--- config.mk ---
export PLATFORM = sky130hd
export DESIGN_NAME = sorted_set_search_insert_core
export DESIGN_NICKNAME = d
export VERILOG_FILES = /design/src/hw/rtl/ssi_pkg.sv /design/src/hw/rtl/ssi_cmp.sv /design/src/hw/rtl/sorted_set_search_insert_core.sv
export SDC_FILE = /design/constraint.sdc
export NUM_CORES = 2
export LEC_CHECK = 0
export BUFFER_PORTS_ARGS = -buffer_cell sky130_fd_sc_hd__buf_2
export CAP_MARGIN = 20
export CORE_ASPECT_RATIO = 2
export CORE_MARGIN = 1
export CORE_UTILIZATION = 35
export DETAILED_ROUTE_END_ITERATION = 10
export PLACE_DENSITY = 0.5
export REMOVE_ABC_BUFFERS = 1
export SKIP_CTS_REPAIR_TIMING = 1
export SLEW_MARGIN = 10
export SYNTH_ARGS = -nofsm -noshare
export SYNTH_HDL_FRONTEND = slang
export SYNTH_HIERARCHICAL = 1
export SYNTH_SLANG_ARGS = --single-unit
--- constraint.sdc ---
create_clock -name clk -period 4.9 [get_ports clk]
set_input_delay 0.49 -clock clk [delete_from_list [all_inputs] [get_ports clk]]
set_output_delay 0.49 -clock clk [all_outputs]
set_load 0.01 [all_outputs]
--- src/hw/rtl/ssi_pkg.sv ---
// Shared types and constants for the sorted set search/insert core.
// Used by ssi_cmp and sorted_set_search_insert_core; depends on nothing.
package ssi_pkg;

  localparam int CAPACITY = 64;
  localparam int KEY_W    = 32;
  localparam int IDX_W    = 6;
  localparam int CNT_W    = 7;
  localparam int IN_W     = 40;
  localparam int OUT_W    = 16;

  localparam logic [1:0] MODE_INSERT = 2'd0;
  localparam logic [1:0] MODE_FLOOR  = 2'd2;

  typedef enum logic [2:0] {
    STAT_INSERTED  = 3'd0,
    STAT_DUPLICATE = 3'd1,
    STAT_FULL      = 3'd2,
    STAT_FOUND     = 3'd3,
    STAT_NOT_FOUND = 3'd4,
    STAT_NO_FLOOR  = 3'd5
  } status_t;

  typedef enum logic [2:0] {
    ST_IDLE,
    ST_PROBE,
    ST_CMP,
    ST_SHIFT_RD,
    ST_SHIFT_WR,
    ST_PLACE,
    ST_DONE
  } state_t;

  typedef struct packed {
    logic go_right;
    logic equal;
  } cmp_res_t;

endpackage

--- src/hw/rtl/ssi_cmp.sv ---
// Shared key comparator for the binary search probes.
// Depends on ssi_pkg.
module ssi_cmp (
  input  logic [ssi_pkg::KEY_W-1:0] probe,
  input  logic [ssi_pkg::KEY_W-1:0] key,
  input  logic                      upper,
  output ssi_pkg::cmp_res_t         res
);

  logic [ssi_pkg::KEY_W-1:0] op_a;
  logic [ssi_pkg::KEY_W-1:0] op_b;
  logic                      lt;

  assign op_a = upper ? key : probe;
  assign op_b = upper ? probe : key;
  assign lt   = $signed(op_a) < $signed(op_b);

  assign res.go_right = upper ? !lt : lt;
  assign res.equal    = (probe == key);

endmodule

--- src/hw/rtl/sorted_set_search_insert_core.sv ---
// Sorted set of distinct signed keys: binary search, insert, exact search, floor.
// A search or floor result comes after p probes (at most 7), each probe one registered memory
// read plus one pass through the shared comparator; an insert that succeeds then moves m larger
// entries up one place, each through a read state and a write state. One word at a time: a new
// word is taken only once the previous result is in the output register. Reset (rst, synchronous):
// empties the set, drops any pending result.
module sorted_set_search_insert_core (
  input  logic                      clk,
  input  logic                      rst,
  input  logic                      s_tvalid,
  output logic                      s_tready,
  input  logic [ssi_pkg::IN_W-1:0]  s_tdata,  // mode[1:0], key[33:2], zero pad
  output logic                      m_tvalid,
  input  logic                      m_tready,
  output logic [ssi_pkg::OUT_W-1:0] m_tdata   // status[2:0], position[8:3], count[15:9]
);

  ssi_pkg::state_t   state, state_next;
  ssi_pkg::cmp_res_t cmp;
  ssi_pkg::status_t  res_status, out_status;

  logic [ssi_pkg::KEY_W-1:0] mem [ssi_pkg::CAPACITY];
  logic [ssi_pkg::KEY_W-1:0] rdata;
  logic [ssi_pkg::IDX_W-1:0] rd_addr;
  logic                      wr_en;
  logic [ssi_pkg::IDX_W-1:0] wr_addr;
  logic [ssi_pkg::KEY_W-1:0] wr_data;

  logic [1:0]                mode;
  logic [ssi_pkg::KEY_W-1:0] key;
  logic [ssi_pkg::CNT_W-1:0] fill, lo, hi, idx, mid;
  logic [ssi_pkg::CNT_W:0]   mid_sum;
  logic                      hit;
  logic [ssi_pkg::IDX_W-1:0] res_pos, out_pos;
  logic [ssi_pkg::CNT_W-1:0] out_count;
  logic                      is_insert, is_floor, ins_ok, out_free, searching;
  logic [ssi_pkg::CNT_W-1:0] idx_dec;

  function automatic logic [ssi_pkg::IDX_W-1:0] idx_of_floor(
    input logic [ssi_pkg::CNT_W-1:0] ub
  );
    logic [ssi_pkg::CNT_W-1:0] p;
    p = ub - ssi_pkg::CNT_W'(1);
    return p[ssi_pkg::IDX_W-1:0];
  endfunction

  assign mid_sum   = {1'b0, lo} + {1'b0, hi};
  assign mid       = mid_sum[ssi_pkg::CNT_W:1];
  assign is_insert = (mode == ssi_pkg::MODE_INSERT);
  assign is_floor  = (mode == ssi_pkg::MODE_FLOOR);
  assign ins_ok    = is_insert && !hit && (fill != ssi_pkg::CNT_W'(ssi_pkg::CAPACITY));
  assign out_free  = !m_tvalid || m_tready;
  assign searching = (lo < hi);
  assign idx_dec   = idx - ssi_pkg::CNT_W'(1);

  ssi_cmp u_cmp (
    .probe (rdata),
    .key   (key),
    .upper (is_floor),
    .res   (cmp)
  );

  always_ff @(posedge clk) begin
    if (wr_en) begin
      mem[wr_addr] <= wr_data;
    end
    rdata <= mem[rd_addr];
  end

  always_comb begin
    state_next = state;
    unique case (state)
      ssi_pkg::ST_IDLE: begin
        if (s_tvalid) state_next = ssi_pkg::ST_PROBE;
      end
      ssi_pkg::ST_PROBE: begin
        if (searching) state_next = ssi_pkg::ST_CMP;
        else if (!ins_ok) state_next = ssi_pkg::ST_DONE;
        else if (fill > lo) state_next = ssi_pkg::ST_SHIFT_RD;
        else state_next = ssi_pkg::ST_PLACE;
      end
      ssi_pkg::ST_CMP: state_next = ssi_pkg::ST_PROBE;
      ssi_pkg::ST_SHIFT_RD: state_next = ssi_pkg::ST_SHIFT_WR;
      ssi_pkg::ST_SHIFT_WR: begin
        if (idx_dec > lo) state_next = ssi_pkg::ST_SHIFT_RD;
        else state_next = ssi_pkg::ST_PLACE;
      end
      ssi_pkg::ST_PLACE: state_next = ssi_pkg::ST_DONE;
      ssi_pkg::ST_DONE: begin
        if (out_free) state_next = ssi_pkg::ST_IDLE;
      end
      default: state_next = ssi_pkg::ST_IDLE;
    endcase
  end

  always_comb begin
    s_tready = 1'b0;
    rd_addr  = mid[ssi_pkg::IDX_W-1:0];
    wr_en    = 1'b0;
    wr_addr  = idx[ssi_pkg::IDX_W-1:0];
    wr_data  = rdata;
    unique case (state)
      ssi_pkg::ST_IDLE: s_tready = 1'b1;
      ssi_pkg::ST_SHIFT_RD: rd_addr = idx_dec[ssi_pkg::IDX_W-1:0];
      ssi_pkg::ST_SHIFT_WR: wr_en = 1'b1;
      ssi_pkg::ST_PLACE: begin
        wr_en   = 1'b1;
        wr_addr = lo[ssi_pkg::IDX_W-1:0];
        wr_data = key;
      end
      default: ;
    endcase
  end

  always_ff @(posedge clk) begin
    if (rst) begin
      state    <= ssi_pkg::ST_IDLE;
      fill     <= '0;
      m_tvalid <= 1'b0;
    end else begin
      state <= state_next;
      if (m_tvalid && m_tready && !(state == ssi_pkg::ST_DONE && out_free)) begin
        m_tvalid <= 1'b0;
      end
      case (state)
        ssi_pkg::ST_IDLE: begin
          if (s_tvalid) begin
            mode <= s_tdata[1:0];
            key  <= s_tdata[33:2];
            lo   <= '0;
            hi   <= fill;
            hit  <= 1'b0;
          end
        end
        ssi_pkg::ST_CMP: begin
          if (cmp.go_right) begin
            lo <= mid + ssi_pkg::CNT_W'(1);
          end else begin
            hi  <= mid;
            hit <= cmp.equal;
          end
        end
        ssi_pkg::ST_PROBE: begin
          if (!searching) begin
            idx     <= fill;
            res_pos <= '0;
            if (is_insert) begin
              if (hit) begin
                res_status <= ssi_pkg::STAT_DUPLICATE;
              end else if (!ins_ok) begin
                res_status <= ssi_pkg::STAT_FULL;
              end else begin
                res_status <= ssi_pkg::STAT_INSERTED;
                res_pos    <= lo[ssi_pkg::IDX_W-1:0];
              end
            end else if (is_floor) begin
              if (lo == '0) begin
                res_status <= ssi_pkg::STAT_NO_FLOOR;
              end else begin
                res_status <= ssi_pkg::STAT_FOUND;
                res_pos    <= idx_of_floor(lo);
              end
            end else if (hit) begin
              res_status <= ssi_pkg::STAT_FOUND;
              res_pos    <= lo[ssi_pkg::IDX_W-1:0];
            end else begin
              res_status <= ssi_pkg::STAT_NOT_FOUND;
            end
          end
        end
        ssi_pkg::ST_SHIFT_WR: idx <= idx_dec;
        ssi_pkg::ST_PLACE: fill <= fill + ssi_pkg::CNT_W'(1);
        ssi_pkg::ST_DONE: begin
          if (out_free) begin
            out_status <= res_status;
            out_pos    <= res_pos;
            out_count  <= fill;
            m_tvalid   <= 1'b1;
          end
        end
        default: ;
      endcase
    end
  end

  assign m_tdata = {out_count, out_pos, out_status};

  a_fill_range: assert property (@(posedge clk) disable iff (rst)
    fill <= ssi_pkg::CNT_W'(ssi_pkg::CAPACITY))
    else $error("fill count above capacity");

  a_fill_only_place: assert property (@(posedge clk) disable iff (rst)
    (state != ssi_pkg::ST_PLACE) |=> $stable(fill))
    else $error("fill count changed outside placement");

  a_bounds_order: assert property (@(posedge clk) disable iff (rst)
    (state != ssi_pkg::ST_IDLE) |-> (lo <= hi && hi <= fill))
    else $error("search bounds out of order");

  a_insert_pos: assert property (@(posedge clk) disable iff (rst)
    (m_tvalid && out_status == ssi_pkg::STAT_INSERTED) |->
      ({1'b0, out_pos} < out_count))
    else $error("inserted position beyond count");

endmodule

==> impl_metrics.csv <==
group,metric,value,unit
status,outcome,"finished clean",
worst_setup_path,cp_slowest_cell,"nor4_1",
clock_tree,cts.sinks,2172,
clock_tree,clock_latency,0.84,ns
synth,synth_edf_count,2129,
grt,met2_usage,37.2,%
min_path,hold_class,"in -> reg",
floorplan,start_util,35.3,%
synth,synth-xor-area-share,0.456,%
pwr,p_total,53.2,mW
sta,fin_tns_setup,0,ns
placed_design,dp.cells,8342,
pwr,power_leakage,32.7,nW
route,drc_errors,0,
floorplan,row_count,257,
worst_setup_path,cpLargestDelayFamily,"simple AND/OR/NAND/NOR gates",
clock_tree,cts_tree,"done",
sta,min_period,4.36,ns
floorplan,fp.coreArea,245000,µm²
sta,setup_viol,0,
clock_tree,cts_buffers,190,
synth,synth_top_family_by_area,"multiplexers",
worst_setup_path,r2r-start,"lo[4]$_SDFFCE_PN0P_",
synth,ys_warn_count,6,
placed_design,gp_congestion,0.804,
cells_and_area,fin_nets,5419,
route,via_per_inst,5.29,
route,dr_total_vias,46139,
cells_and_area,layout_commonest_cell,"edfxtp_1",
worst_setup_path,rr_worst_depth,10,
cells_and_area,nFillCells,21972,
sta,max_freq,229,MHz
cells_and_area,fin_cells,8722,
synth,synth.avg_cell_area,17.1,µm²
floorplan,die_width,354,µm
sta,rsz0062_at_grt,"false",
min_path,hp-start,"s_tdata[7]",
worst_setup_path,worstPathMaxFanout,20,
worst_setup_path,cp.arrival,5.14,ns
placed_design,dp_hpwl,150000,µm
sta,fin_crit_sh,89.1,%
grt,top_usage_layer,"met2",
route,routed_wirelength,239000,µm
worst_setup_path,critPathLaunch,"lo[4]$_SDFFCE_PN0P_",
synth,synth-simple-area-share,7.47,%
worst_setup_path,slowest_delay,0.72,ns
worst_setup_path,cp-end-kind,"register",
sta,fin_ws,0.536,ns
grt,grt_pass1_vias,47738,
pwr,peakVddDrop,330,µV
cells_and_area,ff_latch_area,64800,µm²
cells_and_area,area_growth,14.7,%
cells_and_area,mostFrequentLayoutCells,"2,129 x edfxtp_1, 731 x nand2_1, 343 x mux2i_1",
route,ant_nets,0,
synth,ys_ff_latch,2172,
floorplan,fp.dieH,705,µm
worst_setup_path,critical_path_depth,10,
placed_design,portBuffers,55,
clock_tree,cts-root-buf,"clkbuf_16",
grt,grt_max_degree,126,
floorplan,ios,62,
grt,grt_pass1_wl,341000,µm
grt,grtUsageMet1,20.7,%
clock_tree,htreeDepth,4,
clock_tree,clk_pin_slew_worst_paths,0.06,ns
route,dr.pass1.iters,7,
route,wl_per_cell,27.3,µm
synth,syn_area,86500,µm²
worst_setup_path,path_class,"reg -> reg",
pwr,power.density,536,nW/µm²
clock_tree,clock_path_buffers,4,
floorplan,die_area,249000,µm²
worst_setup_path,critPathLaunchType,"register",
synth,synth.area.mux_share,11.1,%
route,drt-initial-drc-count,3045,
worst_setup_path,crit_buf_inv,1,
grt,antenna_found_initial,4,
synth,synth_adder_area_share,0.701,%
sta,slew_headroom,29.0,%
synth,ys_types,80,
cells_and_area,multiInputGateArea,20700,µm²
worst_setup_path,crit_required,5.67,ns
placed_design,place_ws,0.576,ns
sta,finalClockSkew,0.0408,ns
grt,gr-total-overflow,0,
worst_setup_path,cp_cell_sequence,"ha_1 > and3b_1 > a2111oi_0 > nand3_1 > a32oi_1 > or2_1 > buf_12 > a21oi_1 > nor4_1 > and3_1",
sta,tightestPinTransition,1.06,ns
synth,synth_cells,5069,
sta,hold_viol_final,0,
sta,slew_viol_final,0,
synth,synth_flop_cell,"edfxtp_1",
min_path,min_path_cells,1,
synth,synth-compound-area-share,3.46,%
run,maxCapViolations,0,
cells_and_area,layout-drive-gt1-share,18.5,%
grt,grt_use_met3,1.63,%
synth,ys_seq_area_share,74.9,%
grt,grt_use_total,18.9,%
synth,async_flop_share,0,%
[routing by layer]
metal  vias to the layer above  wire, µm
met5                         -        12
met4                         2      8720
met3                       395      7400
met2                      1036    136000
met1                     24336     86800
li1                      20370         -
[registers in the layout, summed over array words and instances, names as in the netlist]
register and flops:
fill 7, hi 7, hit 1, idx 7, key 32, lo 7, m_tvalid 1, mem 2048
mode 2, out_count 7, out_pos 6, out_status 3, rdata 32, res_pos 6, res_status 3, state 3
[worst reg2reg max path, stage by stage, from the launching register on]
cell and delay (ns):
edfxtp_1 0.51, ha_1 0.51, and3b_1 0.21, a2111oi_0 0.60
nand3_1 0.24, a32oi_1 0.49, or2_1 0.44, buf_12 0.24
a21oi_1 0.11, nor4_1 0.72, and3_1 0.27
[synth_stat cells, types with 33 or more instances]
library cell	instances	area, µm²
nor4_1	69	432
dfxtp_1	43	861
a21oi_1	99	495
and3_1	167	1040
nor3_1	41	205
mux2_2	36	405
edfxtp_1	2129	63900
a211oi_1	68	510
buf_2	128	641
clkbuf_1	82	308
nor2_1	113	424
a22oi_1	33	248
o22ai_1	66	413
mux2i_1	344	3440
nand2_1	764	2870
mux4_2	254	5720
inv_1	43	161
nand3_1	147	736
[stage by stage]
step / hold slack [ns] / area [µm²] / utilization [%]
floorplan: 0.400 / 85000 / -
global placement: 0.405 / 92700 / 37.8
detailed placement: 0.405 / 92700 / 37.8
CTS: -0.229 / 98600 / 40.2
global route: 0.0313 / 99200 / 40.4
finish: 0.0530 / 99200 / 40.4
[worst paths after layout]
kind                          endpoint  slack [ns]
hold reg to reg   out_pos[3]$_DFFE_PP_        0.41
hold / removal        key[5]$_DFFE_PP_        0.05
setup reg to reg     rdata[17]$_DFF_P_        0.54
setup / recovery     rdata[17]$_DFF_P_        0.54
[cell families after synthesis]
family,Yosys count
AO/OA/AOI/OAI,435
XOR/XNOR,45
adder cells (fa/ha/maj),51
buffers and inverters,323
flip-flops,2172
multiplexers,634
AND/OR/NAND/NOR,1409
[area by class of cell]
class	instances	area share [%]
flip-flops and latches	2172	65.3
multi-input cells	2574	20.9
clock buffers	235	5.08
well taps	3237	4.08
repair buffers	360	3.56
clock inverters	98	0.932
inverters	44	0.166
diodes	2	0.00504
[power breakdown]
| part | switching, mW | leakage, nW | internal (mW) |
|---|---|---|---|
| Clock | 6.72 | 2.92 | 8.15 |
| Sequential | 0.441 | 19.4 | 23.3 |
| Combinational | 9.50 | 10.4 | 5.07 |
| Total | 16.7 | 32.7 | 36.6 |
(Power assumes the default switching activity.)
